<file path="config.mk">
export PLATFORM = sky130hd
export DESIGN_NAME = scan_disk_scheduler_flat
export DESIGN_NICKNAME = d
export VERILOG_FILES = /design/src/rtl/sds_pkg.sv /design/src/rtl/sds_req_if.sv /design/src/rtl/sds_res_if.sv /design/src/rtl/scan_disk_scheduler.sv /design/src/rtl/sds_ram.sv /design/src/rtl/sds_alu.sv /design/src/flat_wrapper.sv
export SDC_FILE = /design/constraint.sdc
export NUM_CORES = 1
export LEC_CHECK = 0
export CELL_PAD_IN_SITES_DETAIL_PLACEMENT = 0
export CELL_PAD_IN_SITES_GLOBAL_PLACEMENT = 1
export CORE_ASPECT_RATIO = 2
export CORE_UTILIZATION = 53
export CTS_BUF_LIST = sky130_fd_sc_hd__clkbuf_8
export DETAILED_ROUTE_END_ITERATION = 7
export DONT_BUFFER_PORTS = 1
export GPL_TIMING_DRIVEN = 0
export PLACE_DENSITY = 0.85
export RECOVER_POWER = 50
export SLEW_MARGIN = 5
export SYNTH_ARGS = -nofsm -noshare
export SYNTH_HDL_FRONTEND = slang
export SYNTH_SLANG_ARGS = --single-unit
</file>
<file path="constraint.sdc">
create_clock -name i_clk -period 12.8 [get_ports i_clk]
set_input_delay 1.28 -clock i_clk [delete_from_list [all_inputs] [get_ports i_clk]]
set_output_delay 1.28 -clock i_clk [all_outputs]
set_load 0.03 [all_outputs]
</file>
<file path="src/rtl/sds_pkg.sv">
// Shared types, constants and register codes for the SCAN disk scheduler.
package sds_pkg;

    localparam int TRACK_BITS       = 16;
    localparam int SEEK_BITS        = 17;
    localparam int TRACKS_BITS      = 17;
    localparam int CFG_IDX_BITS     = 2;
    localparam int DEF_MAX_REQUESTS = 32;

    typedef logic [TRACK_BITS-1:0]   t_track;
    typedef logic [SEEK_BITS-1:0]    t_seek;
    typedef logic [TRACKS_BITS-1:0]  t_tracks;
    typedef logic [CFG_IDX_BITS-1:0] t_cfg_idx;

    localparam t_cfg_idx CFG_DISK_TRACKS = 2'd0;
    localparam t_cfg_idx CFG_START_DIR   = 2'd1;
    localparam t_cfg_idx CFG_START_HEAD  = 2'd2;

    localparam t_tracks DISK_TRACKS_RST = 17'd200;

    typedef enum logic [2:0] {
        ST_IDLE,
        ST_INS,
        ST_SCAN,
        ST_EM_RD,
        ST_EM_SEL,
        ST_EM_MOV
    } t_state;

    typedef struct packed {
        logic   neg;
        logic   zero;
        t_track mag;
    } t_alu_res;

endpackage

</file>
<file path="src/rtl/sds_req_if.sv">
// Request channel: one pending track per word.
interface sds_req_if;
    import sds_pkg::*;

    logic   valid;
    logic   ready;
    t_track request_track;
    logic   last_request;

    modport source (output valid, output request_track, output last_request, input ready);
    modport sink   (input valid, input request_track, input last_request, output ready);
endinterface

</file>
<file path="src/rtl/sds_res_if.sv">
// Result channel: one served track per word.
interface sds_res_if;
    import sds_pkg::*;

    logic   valid;
    logic   ready;
    t_track served_track;
    t_seek  total_seek;
    logic   last_result;

    modport source (output valid, output served_track, output total_seek, output last_result,
                    input ready);
    modport sink   (input valid, input served_track, input total_seek, input last_result,
                    output ready);
endinterface

</file>
<file path="src/rtl/scan_disk_scheduler.sv">
// SCAN disk scheduler top level: request store, sequencer and result register.
// Requests are kept sorted in a RAM as they arrive: each request is written after every
// stored entry larger than it has moved up one slot (insertion shifts one entry per cycle
// through the single RAM port pair). The word marked last then splits the n stored
// requests around the start head with the shared subtractor, then serves each track
// through the read, pick and move steps, with a reversal step at the sweep turn when the
// second side has tracks, and a closing step; moves wait while the result register
// is stalled. Requests beyond MAX_REQUESTS are dropped; the last word still runs the job.
// Results of a job may still sit in the result register while the next request is taken.
module scan_disk_scheduler #(
    parameter int MAX_REQUESTS = sds_pkg::DEF_MAX_REQUESTS
) (
    input  logic              i_clk,
    input  logic              i_rst_n,
    input  logic              i_cfg_we,
    input  sds_pkg::t_cfg_idx i_cfg_idx,
    input  sds_pkg::t_tracks  i_cfg_wdata,
    sds_req_if.sink           i_req,
    sds_res_if.source         o_res
);
    import sds_pkg::*;

    localparam int IW = (MAX_REQUESTS > 1) ? $clog2(MAX_REQUESTS) : 1;
    localparam int CW = $clog2(MAX_REQUESTS + 1);
    localparam int RW = $clog2(MAX_REQUESTS + 2);

    // configuration
    t_tracks r_disk_tracks;
    logic    r_dir;
    t_track  r_start_head;

    // sequencer
    t_state        r_state, n_state;
    logic [CW-1:0] r_count, n_count;
    logic [CW-1:0] r_j, n_j;
    t_track        r_t, n_t;
    logic          r_lastq, n_lastq;
    t_track        r_head, n_head;
    logic [CW-1:0] r_idx, n_idx;
    logic [CW-1:0] r_cntl, n_cntl;
    logic [CW-1:0] r_cnte, n_cnte;
    logic [CW-1:0] r_dn, n_dn;
    logic [CW-1:0] r_up, n_up;
    logic [RW-1:0] r_rem, n_rem;
    logic          r_endp, n_endp;
    logic          r_phup, n_phup;
    t_track        r_trk, n_trk;
    t_seek         r_seek, n_seek;

    // result register
    logic   r_ovld, n_ovld;
    t_track r_otrk, n_otrk;
    t_seek  r_oseek, n_oseek;
    logic   r_olast, n_olast;

    // datapath
    logic          ram_we;
    logic [IW-1:0] ram_waddr;
    t_track        ram_wdata;
    logic [IW-1:0] ram_raddr;
    t_track        ram_rdata;
    t_track        alu_a, alu_b;
    t_alu_res      alu;

    logic                 acc;
    logic                 out_free;
    t_track               endt;
    logic [CW-1:0]        cnt_m1, j_m2, dn_m1;
    logic                 up_done, dn_done, cur_done;
    logic [SEEK_BITS:0]   seek_sum;
    t_seek                seek_nx;

    sds_ram #(.WIDTH(TRACK_BITS), .DEPTH(MAX_REQUESTS)) u_store (
        .i_clk   (i_clk),
        .i_we    (ram_we),
        .i_waddr (ram_waddr),
        .i_wdata (ram_wdata),
        .i_raddr (ram_raddr),
        .o_rdata (ram_rdata)
    );

    sds_alu u_alu (
        .i_a   (alu_a),
        .i_b   (alu_b),
        .o_res (alu)
    );

    assign acc      = i_req.valid && i_req.ready;
    assign out_free = !r_ovld || o_res.ready;
    assign cnt_m1   = r_count - CW'(1);
    assign j_m2     = r_j - CW'(2);
    assign dn_m1    = r_dn - CW'(1);
    assign up_done  = (r_up == r_count) && !r_endp;
    assign dn_done  = (r_dn == '0) && !r_endp;
    assign cur_done = r_phup ? up_done : dn_done;
    assign seek_sum = {1'b0, r_seek} + (SEEK_BITS + 1)'(alu.mag);
    assign seek_nx  = seek_sum[SEEK_BITS] ? '1 : seek_sum[SEEK_BITS-1:0];

    // top track, clamped to the track range
    always_comb begin
        if (r_disk_tracks == '0) begin
            endt = '0;
        end else if (r_disk_tracks[TRACKS_BITS-1]) begin
            endt = '1;
        end else begin
            endt = r_disk_tracks[TRACK_BITS-1:0] - t_track'(1);
        end
    end

    assign i_req.ready        = (r_state == ST_IDLE);
    assign o_res.valid        = r_ovld;
    assign o_res.served_track = r_otrk;
    assign o_res.total_seek   = r_oseek;
    assign o_res.last_result  = r_olast;

    // next state
    always_comb begin
        n_state = r_state;
        unique case (r_state)
            ST_IDLE: begin
                if (acc) begin
                    if (r_count != CW'(MAX_REQUESTS)) begin
                        n_state = ST_INS;
                    end else if (i_req.last_request) begin
                        n_state = ST_SCAN;
                    end
                end
            end
            ST_INS: begin
                if (!((r_j != '0) && alu.neg)) begin
                    n_state = r_lastq ? ST_SCAN : ST_IDLE;
                end
            end
            ST_SCAN: begin
                if (r_idx == r_count) begin
                    n_state = ST_EM_RD;
                end
            end
            ST_EM_RD: begin
                if (r_rem == '0) begin
                    n_state = ST_IDLE;
                end else if (!cur_done) begin
                    n_state = ST_EM_SEL;
                end
            end
            ST_EM_SEL: n_state = ST_EM_MOV;
            ST_EM_MOV: begin
                if (out_free) begin
                    n_state = ST_EM_RD;
                end
            end
            default: n_state = ST_IDLE;
        endcase
    end

    // datapath and register next values
    always_comb begin
        n_count   = r_count;
        n_j       = r_j;
        n_t       = r_t;
        n_lastq   = r_lastq;
        n_head    = r_head;
        n_idx     = r_idx;
        n_cntl    = r_cntl;
        n_cnte    = r_cnte;
        n_dn      = r_dn;
        n_up      = r_up;
        n_rem     = r_rem;
        n_endp    = r_endp;
        n_phup    = r_phup;
        n_trk     = r_trk;
        n_seek    = r_seek;
        n_ovld    = r_ovld && !o_res.ready;
        n_otrk    = r_otrk;
        n_oseek   = r_oseek;
        n_olast   = r_olast;
        ram_we    = 1'b0;
        ram_waddr = r_j[IW-1:0];
        ram_wdata = r_t;
        ram_raddr = '0;
        alu_a     = r_t;
        alu_b     = ram_rdata;

        unique case (r_state)
            ST_IDLE: begin
                ram_raddr = cnt_m1[IW-1:0];
                if (acc) begin
                    n_t     = i_req.request_track;
                    n_j     = r_count;
                    n_lastq = i_req.last_request;
                    n_idx   = '0;
                    n_cntl  = '0;
                    n_cnte  = '0;
                    if (i_req.last_request) begin
                        n_head = r_start_head;
                    end
                end
            end
            ST_INS: begin
                ram_we = 1'b1;
                if ((r_j != '0) && alu.neg) begin
                    // stored entry is larger: move it up one slot
                    ram_wdata = ram_rdata;
                    n_j       = r_j - CW'(1);
                    ram_raddr = j_m2[IW-1:0];
                end else begin
                    n_count = r_count + CW'(1);
                end
            end
            ST_SCAN: begin
                ram_raddr = r_idx[IW-1:0];
                alu_a     = ram_rdata;
                alu_b     = r_head;
                if (r_idx != '0) begin
                    n_cntl = r_cntl + CW'(alu.neg);
                    n_cnte = r_cnte + CW'(alu.neg || alu.zero);
                end
                if (r_idx == r_count) begin
                    n_dn   = n_cntl;
                    n_up   = n_cnte;
                    n_rem  = RW'(n_cntl) + RW'(r_count - n_cnte) + RW'(1);
                    n_endp = 1'b1;
                    n_phup = r_dir;
                    n_seek = '0;
                end else begin
                    n_idx = r_idx + CW'(1);
                end
            end
            ST_EM_RD: begin
                ram_raddr = r_phup ? r_up[IW-1:0] : dn_m1[IW-1:0];
                if (r_rem == '0) begin
                    n_count = '0;
                end else if (cur_done) begin
                    n_phup = !r_phup;
                end
            end
            ST_EM_SEL: begin
                alu_a = endt;
                alu_b = ram_rdata;
                if (!r_phup) begin
                    if (r_dn != '0) begin
                        n_trk = ram_rdata;
                        n_dn  = dn_m1;
                    end else begin
                        n_trk  = '0;
                        n_endp = 1'b0;
                    end
                end else begin
                    // merge the top track into the ascending walk
                    if ((r_up != r_count) && (!r_endp || !alu.neg)) begin
                        n_trk = ram_rdata;
                        n_up  = r_up + CW'(1);
                    end else begin
                        n_trk  = endt;
                        n_endp = 1'b0;
                    end
                end
            end
            ST_EM_MOV: begin
                alu_a = r_trk;
                alu_b = r_head;
                if (out_free) begin
                    n_ovld  = 1'b1;
                    n_otrk  = r_trk;
                    n_oseek = seek_nx;
                    n_olast = (r_rem == RW'(1));
                    n_seek  = seek_nx;
                    n_head  = r_trk;
                    n_rem   = r_rem - RW'(1);
                end
            end
            default: begin
            end
        endcase
    end

    always_ff @(posedge i_clk) begin
        if (!i_rst_n) begin
            r_state       <= ST_IDLE;
            r_count       <= '0;
            r_ovld        <= 1'b0;
            r_disk_tracks <= DISK_TRACKS_RST;
            r_dir         <= 1'b0;
            r_start_head  <= '0;
        end else begin
            r_state <= n_state;
            r_count <= n_count;
            r_ovld  <= n_ovld;
            if (i_cfg_we) begin
                unique case (i_cfg_idx)
                    CFG_DISK_TRACKS: r_disk_tracks <= i_cfg_wdata;
                    CFG_START_DIR:   r_dir         <= i_cfg_wdata[0];
                    CFG_START_HEAD:  r_start_head  <= i_cfg_wdata[TRACK_BITS-1:0];
                    default: begin
                    end
                endcase
            end
        end
    end

    always_ff @(posedge i_clk) begin
        r_j     <= n_j;
        r_t     <= n_t;
        r_lastq <= n_lastq;
        r_head  <= n_head;
        r_idx   <= n_idx;
        r_cntl  <= n_cntl;
        r_cnte  <= n_cnte;
        r_dn    <= n_dn;
        r_up    <= n_up;
        r_rem   <= n_rem;
        r_endp  <= n_endp;
        r_phup  <= n_phup;
        r_trk   <= n_trk;
        r_seek  <= n_seek;
        r_otrk  <= n_otrk;
        r_oseek <= n_oseek;
        r_olast <= n_olast;
    end

`ifndef SYNTH
    a_count_bound: assert property (@(posedge i_clk) disable iff (!i_rst_n)
        r_count <= CW'(MAX_REQUESTS))
        else $error("request count above store depth");

    a_move_pending: assert property (@(posedge i_clk) disable iff (!i_rst_n)
        (r_state == ST_EM_MOV) |-> (r_rem != '0))
        else $error("track served with no result left");

    a_walk_done: assert property (@(posedge i_clk) disable iff (!i_rst_n)
        (r_state == ST_EM_RD && up_done && dn_done) |-> (r_rem == '0))
        else $error("both sweeps done with results left");
`endif
endmodule

</file>
<file path="src/rtl/sds_ram.sv">
// Generic single-write, single-read RAM with registered read data.
module sds_ram #(
    parameter int WIDTH = 16,
    parameter int DEPTH = 32
) (
    input  logic                                     i_clk,
    input  logic                                     i_we,
    input  logic [((DEPTH > 1) ? $clog2(DEPTH) : 1)-1:0] i_waddr,
    input  logic [WIDTH-1:0]                         i_wdata,
    input  logic [((DEPTH > 1) ? $clog2(DEPTH) : 1)-1:0] i_raddr,
    output logic [WIDTH-1:0]                         o_rdata
);
    logic [WIDTH-1:0] r_mem [DEPTH];
    logic [WIDTH-1:0] r_rdata;

    always_ff @(posedge i_clk) begin
        if (i_we) begin
            r_mem[i_waddr] <= i_wdata;
        end
        r_rdata <= r_mem[i_raddr];
    end

    assign o_rdata = r_rdata;
endmodule

</file>
<file path="src/rtl/sds_alu.sv">
// Shared track subtractor: sign, equality and magnitude of a minus b.
module sds_alu (
    input  sds_pkg::t_track   i_a,
    input  sds_pkg::t_track   i_b,
    output sds_pkg::t_alu_res o_res
);
    import sds_pkg::*;

    logic [TRACK_BITS:0] diff;

    assign diff       = {1'b0, i_a} - {1'b0, i_b};
    assign o_res.neg  = diff[TRACK_BITS];
    assign o_res.zero = (diff == '0);
    assign o_res.mag  = diff[TRACK_BITS] ? (~diff[TRACK_BITS-1:0] + t_track'(1))
                                         : diff[TRACK_BITS-1:0];
endmodule
</file>
<file path="src/flat_wrapper.sv">
// flat-port wrapper written by rule: the top's interface ports become plain ports
module scan_disk_scheduler_flat import sds_pkg::*;
#(
    parameter int MAX_REQUESTS = sds_pkg::DEF_MAX_REQUESTS
)
  (i_clk, i_rst_n, i_cfg_we, i_cfg_idx, i_cfg_wdata, i_req_valid, i_req_request_track, i_req_last_request, i_req_ready, o_res_valid, o_res_served_track, o_res_total_seek, o_res_last_result, o_res_ready);
  sds_req_if i_req_i ();
  sds_res_if o_res_i ();
  input  logic i_clk;
  input  logic i_rst_n;
  input  logic i_cfg_we;
  input  sds_pkg::t_cfg_idx i_cfg_idx;
  input  sds_pkg::t_tracks i_cfg_wdata;
  input wire logic [$bits(i_req_i.valid)-1:0] i_req_valid;
  input wire logic [$bits(i_req_i.request_track)-1:0] i_req_request_track;
  input wire logic [$bits(i_req_i.last_request)-1:0] i_req_last_request;
  output wire logic [$bits(i_req_i.ready)-1:0] i_req_ready;
  output wire logic [$bits(o_res_i.valid)-1:0] o_res_valid;
  output wire logic [$bits(o_res_i.served_track)-1:0] o_res_served_track;
  output wire logic [$bits(o_res_i.total_seek)-1:0] o_res_total_seek;
  output wire logic [$bits(o_res_i.last_result)-1:0] o_res_last_result;
  input wire logic [$bits(o_res_i.ready)-1:0] o_res_ready;
  assign i_req_i.valid = i_req_valid;
  assign i_req_i.request_track = i_req_request_track;
  assign i_req_i.last_request = i_req_last_request;
  assign i_req_ready = i_req_i.ready;
  assign o_res_valid = o_res_i.valid;
  assign o_res_served_track = o_res_i.served_track;
  assign o_res_total_seek = o_res_i.total_seek;
  assign o_res_last_result = o_res_i.last_result;
  assign o_res_i.ready = o_res_ready;
  scan_disk_scheduler #(.MAX_REQUESTS(MAX_REQUESTS)) u_core (.i_clk(i_clk), .i_rst_n(i_rst_n), .i_cfg_we(i_cfg_we), .i_cfg_idx(i_cfg_idx), .i_cfg_wdata(i_cfg_wdata), .i_req(i_req_i), .o_res(o_res_i));
endmodule
</file>
# After elaboration in Yosys (flattened, before gate mapping)
# Memories as Yosys holds them, arrays and structs flattened. A register that Yosys moved wholly into a read port is not among the register bits.
# Index checks and enable logic that the tools add are counted.
# totals
regBits	188
latch_bits	0
ram_bits	512
rom_bits	0
output_inout_bits	36
word_cells	191
n_memories	1
# classes
add_sub_neg	17
multipliers	0
div	0
magnitude_cmp	0
n_eq_ne	30
shift	0
n_mux	72
bitwise	1
reduce_logical	47
# memory_table
memory	depth	word_bits	read_ports	rd_clocked_by_memory_dff	write_ports	line_no	rtl
u_core.u_store.r_mem	32	16	1	1	1	sds_ram.sv:13	logic [WIDTH-1:0] r_mem [DEPTH];
# op_table
op	n
16-bit 2-to-1 mux	12
6-bit 2-to-1 mux	18
6-bit one-hot mux with 2 select lines	8
17-bit 2-to-1 mux	3
16-bit one-hot mux with 3 select lines	1
17-bit logical NOT	2
17-bit one-hot mux with 2 select lines	1
16-bit one-hot mux with 2 select lines	1
6-bit by 1-bit adder with 6-bit output (second input constant)	4
3-bit 2-to-1 mux	8
5-bit one-hot mux with 4 select lines	1
4-bit AND reduction	5
17-bit by 16-bit adder with 18-bit output	1
3-bit one-hot mux with 6 select lines	1
6-bit nonzero test	3
6-bit by 1-bit subtractor with 6-bit output (second input constant)	3
16-bit by 16-bit subtractor with 17-bit output	1
16-bit by 1-bit adder with 16-bit output (second input constant)	1
2-bit by 1-bit != test with 1-bit output (second input constant)	8
16-bit NOT	1
16-bit by 1-bit subtractor with 16-bit output (second input constant)	1
2-bit nonzero test	7
1-bit 2-to-1 mux	13
6-bit by 1-bit adder with 6-bit output	2
other kinds (29)	61

# Logic depth before layout (Yosys ltp)
# depth
depth_word	15
mapped_depth	33

# By module
# A second synthesis with hierarchy kept.
# unflattened
hier_cells	2429
area_unflattened_um2	32675.1
# by_module_without_submodules
module	instances	cells_each	area_per_inst_um2	seq_area_each_um2
sds_ram	1	1143	20534.7	15695.1
scan_disk_scheduler	1	1094	10794.1	5205.0
sds_alu	1	192	1346.3	0.0

# Worst setup path before layout
# OpenSTA, ideal clock, no wires.
# synth_timing
path_type	reg2reg
startpoint	register u_core.r_disk_tracks[7]
endpoint	register u_core.r_rem[5] (data pin)
arrival_ps	6504
t_required_ps	12532
setup_slack_ps	6028
path_stages_with_launch	30
n_path_buf	2
synth_period_minus_slack_ps	6772
path_cell_list	dfxtp_1 or4_1 nor4_1 nand2b_1 or3_1 clkbuf_1 clkbuf_1 nand3_1 o211ai_1 ha_1 or2_2 or3_1 o21ai_0 o211ai_1 a31oi_1 xnor2_1 nor4_1 nand3_1 o21ai_0 ha_1 ha_1 nand2_1 xor2_1 fa_1 ha_1 a21oi_1 o21bai_1 a21oi_1 xnor2_1 o21ai_0
# synth_between
elab_chain_len	15
word_cells_on_any_way	19
classes_between	add/sub (7); mux (9); reduce/logical (3)
# synth_rtl
item	line_no	rtl
start, declared	scan_disk_scheduler.sv:28	t_tracks r_disk_tracks;
start signal, assigned	scan_disk_scheduler.sv:291	CFG_DISK_TRACKS: r_disk_tracks <= i_cfg_wdata;
16-bit by 1-bit subtractor with 16-bit output	scan_disk_scheduler.sv:106	endt = r_disk_tracks[TRACK_BITS-1:0] - t_track'(1);
16-bit 2-to-1 mux	scan_disk_scheduler.sv:103	end else if (r_disk_tracks[TRACKS_BITS-1]) begin
16-bit 2-to-1 mux *	scan_disk_scheduler.sv:101	if (r_disk_tracks == '0) begin
16-bit one-hot mux with 3 select lines *	scan_disk_scheduler.sv:184	unique case (r_state)
16-bit by 16-bit subtractor with 17-bit output *	sds_alu.sv:11	assign diff = {1'b0, i_a} - {1'b0, i_b};
17-bit logical NOT	sds_alu.sv:13	assign o_res.zero = (diff == '0);
1-bit logical OR	scan_disk_scheduler.sv:216	n_cnte = r_cnte + CW'(alu.neg || alu.zero);
6-bit by 1-bit adder with 6-bit output	scan_disk_scheduler.sv:216	
6-bit 2-to-1 mux	scan_disk_scheduler.sv:214	if (r_idx != '0) begin
6-bit 2-to-1 mux	scan_disk_scheduler.sv:184	
6-bit subtractor	scan_disk_scheduler.sv:221	n_rem = RW'(n_cntl) + RW'(r_count - n_cnte) + RW'(1);
6-bit adder *	scan_disk_scheduler.sv:221	
6-bit by 1-bit adder with 6-bit output *	scan_disk_scheduler.sv:221	
6-bit 2-to-1 mux *	scan_disk_scheduler.sv:218	if (r_idx == r_count) begin
6-bit one-hot mux with 2 select lines *	scan_disk_scheduler.sv:184	
net u_core.n_rem[5]	scan_disk_scheduler.sv:44	logic [RW-1:0] r_rem, n_rem;
end signal, assigned	scan_disk_scheduler.sv:311	r_rem <= n_rem;
end, declared	scan_disk_scheduler.sv:44	
# Mark *: on every way through the listed nets, which the timed path passes. The rest lies on a longest branch. The select of a mux whose other input is x is not followed.
# A chain may end at the register's enable or synchronous reset.

# Final worst setup path
# layout_timing
startpoint	register u_core.r_state[1]
endpoint	register u_core.r_seek[0] (data pin)
# layout_between
elab_chain_len	11
word_cells_on_any_way	14
classes_between	add/sub (3); eq/ne (3); mux (6); bitwise (1); reduce/logical (1)
# layout_rtl
item	line_no	rtl
start, declared	scan_disk_scheduler.sv:33	t_state r_state, n_state;
start signal, assigned	scan_disk_scheduler.sv:286	r_state <= n_state;
3-bit by 2-bit == test with 1-bit output / 3-bit == test (equally long branches)	scan_disk_scheduler.sv:184	
2-bit OR reduction (no source line)	n/a	
16-bit 2-to-1 mux	scan_disk_scheduler.sv:184	
16-bit by 16-bit subtractor with 17-bit output *	sds_alu.sv:11	
16-bit NOT	sds_alu.sv:14	assign o_res.mag = diff[TRACK_BITS] ? (~diff[TRACK_BITS-1:0] + t_track'(1))
16-bit by 1-bit adder with 16-bit output	sds_alu.sv:14	
16-bit 2-to-1 mux *	sds_alu.sv:14	
17-bit by 16-bit adder with 18-bit output *	scan_disk_scheduler.sv:96	assign seek_sum = {1'b0, r_seek} + (SEEK_BITS + 1)'(alu.mag);
17-bit 2-to-1 mux *	scan_disk_scheduler.sv:97	assign seek_nx = seek_sum[SEEK_BITS] ? '1 : seek_sum[SEEK_BITS-1:0];
net u_core.seek_nx[0]	scan_disk_scheduler.sv:71	t_seek seek_nx;
17-bit 2-to-1 mux *	scan_disk_scheduler.sv:262	if (out_free) begin
17-bit one-hot mux with 2 select lines *	scan_disk_scheduler.sv:184	
end signal, assigned	scan_disk_scheduler.sv:315	r_seek <= n_seek;
end, declared	scan_disk_scheduler.sv:48	t_seek r_seek, n_seek;
# Marks and branches as above.

==> impl_metrics.env <==
export IMPL_status="complete, but fails checks"
export IMPL_die_width_um=176
export IMPL_cpMaxStageDelayCell="nor2_1"
export IMPL_drt_iter0_markers=1594
export IMPL_maxCapViolations=8
export IMPL_final_nets=2548
export IMPL_fin_setup_tns_ns=0
export IMPL_max_stage_delay_ns=0.68
export IMPL_io_buffers=0
export IMPL_synth_flop_cell="edfxtp_1"
export IMPL_clockBufferDepth=3
export IMPL_start_util_pct=53.6
export IMPL_tightest_slew_ns=1.78
export IMPL_num_rows=127
export IMPL_grt_pass1_wl_mm=133
export IMPL_netlist_area_mm2=0.0320
export IMPL_synth_commonest_cells="656 x edfxtp_1, 262 x nand2_1, 260 x mux2i_1, 131 x nor2_1, 97 x a22oi_1"
export IMPL_critPathArrivalTime_ns=10.17
export IMPL_crit_fanout=10
export IMPL_multi_input_area_mm2=0.0105
export IMPL_drv_slew=130
export IMPL_ys_seq_area_share_pct=65.3
export IMPL_async_flop_share_pct=0
export IMPL_wire_per_inst_um=28.0
export IMPL_max_freq_mhz=103
export IMPL_criticalPathCategory="flip-flop to flip-flop"
export IMPL_drc=0
export IMPL_crit_top_cell="clkbuf_1"
export IMPL_fp_dieH_um=350
export IMPL_cp_top_family="compound AO/OA/AOI/OAI gates"
export IMPL_rsz0062_at_grt="false"
export IMPL_syn_avg_cell_area_um2=13.7
export IMPL_grt_max_degree=36
export IMPL_drt_total_wl_mm=92.2
export IMPL_min_from="u_core.r_trk[11]"
export IMPL_fin_skew_ns=0.0452
export IMPL_synth_area_leaders="edfxtp_1 62%, mux2i_1 8.1%, dfxtp_1 3.8%, nand2_1 3.1%, ha_1 2.4%"
export IMPL_grt_pass1_vias=20600
export IMPL_min_path_cells=0
export IMPL_cts_buffers=96
export IMPL_clockRootBuffer="clkbuf_8"
export IMPL_fin_crit_sh_pct=75.9
export IMPL_grt_antenna_before_repair=8
export IMPL_place_gp_congestion=0.986
export IMPL_viasPerCell=6.07
export IMPL_hp_class="flip-flop to flip-flop"
export IMPL_cts_hold_buf=0
export IMPL_fp_dieArea_mm2=0.0614
export IMPL_synth_top_cell_by_area="edfxtp_1"
export IMPL_cts_tree="built"
export IMPL_rr_worst_depth=28
export IMPL_crit_cells=28
export IMPL_regArea_mm2=0.0209
export IMPL_htreeDepth=3
export IMPL_overflow=0
export IMPL_drt_pass1_iterations=5
export IMPL_num_vias=20000
export IMPL_final_antenna_net_count=0
export IMPL_clk_latency_ns=0.73
export IMPL_syn2layout_area_growth_pct=9.29
export IMPL_grtUsageTotal_pct=30.6
export IMPL_hold_viol_final=0
export IMPL_synth_top_area_share_pct=61.6
export IMPL_synth_edf_count=656
export IMPL_syn_num_nets=2440
export IMPL_netlist_instances=2331
export IMPL_dp_hpwl_mm=68.4
export IMPL_cts_setup_buffers=0
export IMPL_cts_sinks=716
export IMPL_period_needed_ns=9.72
export IMPL_required_ns=13.25
export IMPL_synth_most_common_cell="edfxtp_1"
export IMPL_ios=77
export IMPL_core_area_mm2=0.0597
export IMPL_setup_viol=0
export IMPL_ys_seq_elements=716
export IMPL_fillers=4849
export IMPL_reg2reg_from="u_core.r_state[1]"
export IMPL_drive_above_1_share_pct=9.37
export IMPL_clkTransAtPathRegs_ns=0.07
export IMPL_yosysWarnings=0
export IMPL_maxSlewHeadroom_pct=-18.4
export IMPL_ctsResizeCount=0
export IMPL_violations="capacitance limit, slew limit"
export IMPL_critPathLaunchType="flip-flop"
export IMPL_ys_types=70
export IMPL_crit_buf_inv=6
export IMPL_startpoint="u_core.r_state[1]"
export IMPL_setup_worst_path_end_class="flip-flop"
worst paths after layout:
path	slack [ns]	end
hold reg to reg	0.47	u_core.o_res.served_track[11]
setup reg to reg	3.08	u_core.r_seek[0]
setup / recovery	3.08	u_core.r_seek[0]
hold / removal	0.47	u_core.o_res.served_track[11]
cell usage in the layout, fill, tap and decap left out, types with 40 or more instances in the layout:
| master | synthesis | layout |
|---|---|---|
| o21ai_0 | 46 | 46 |
| xnor2_1 | 55 | 55 |
| clkbuf_1 | 64 | 75 |
| edfxtp_1 | 656 | 656 |
| clkbuf_8 | 0 | 99 |
| nor2_1 | 131 | 131 |
| dfxtp_1 | 60 | 60 |
| a32o_1 | 40 | 40 |
| ha_1 | 61 | 61 |
| inv_1 | 41 | 61 |
| a22oi_1 | 97 | 97 |
| nand2_1 | 262 | 262 |
| xor2_1 | 46 | 46 |
| a21oi_1 | 57 | 57 |
| mux2i_1 | 260 | 260 |
through the flow:
stage | setup slack, ns | instances | utilization [%] | instance area, µm² | hold slack (ns)
2_1_floorplan | 6.03 | 2331 | - | 32000 | 0.426
3_3_place_gp | 3.31 | 3105 | 55.2 | 33000 | 0.438
3_5_place_dp | 3.27 | 3113 | 55.5 | 33100 | 0.451
4_1_cts | 3.22 | 3292 | 58.8 | 35100 | 0.467
5_1_grt | 2.52 | 3295 | 58.5 | 35000 | 0.482
6_report | 3.08 | 3297 | 58.5 | 35000 | 0.465
cells by family (layout without fill, tap and decap cells):
group / Yosys count / count (layout) / synth area share, %
AOI/OAI and AO/OA: 379 / 379 / 8.76
DFF: 716 / 716 / 65.3
and+or+nand+nor: 637 / 637 / 9.63
other: 0 / 3 / 0
muxes: 278 / 278 / 8.77
adders and majority gates: 68 / 68 / 2.82
xor gates and xnor gates: 101 / 101 / 2.76
buffers and inverters: 152 / 341 / 1.95
state kept, by name (all words and copies together) (netlist names), 16 cells and up:
signal / count
u_core.r_head: 16
u_core.r_seek: 17
u_core.r_trk: 16
u_core.o_res.served_track: 16
u_core.o_res.total_seek: 17
u_core.r_start_head: 16
u_core.r_t: 16
u_core.u_store.r_mem: 512
u_core.r_disk_tracks: 17
u_core.u_store.o_rdata: 16
per-layer routing:
metal | part of all wire [%] | global-route usage, %
met4 | 11 | 28.3
met3 | 5.3 | 5.28
met5 | 0.041 | 0
met1 | 31 | 28.1
met2 | 53 | 56.1
final cells by class:
type	instances	share of cell area, %
Sequential cell	716	59.8
Multi-Input combinational cell	1463	29.9
Clock buffer	99	3.90
Tap cell	774	2.77
Clock inverter	80	1.72
Buffer	111	1.34
Inverter	41	0.440
Timing Repair Buffer	10	0.107
Antenna cell	3	0.0215
Power is not shown: default switching activity piles up to over one toggle a cycle in this logic, so the estimate is an artifact.
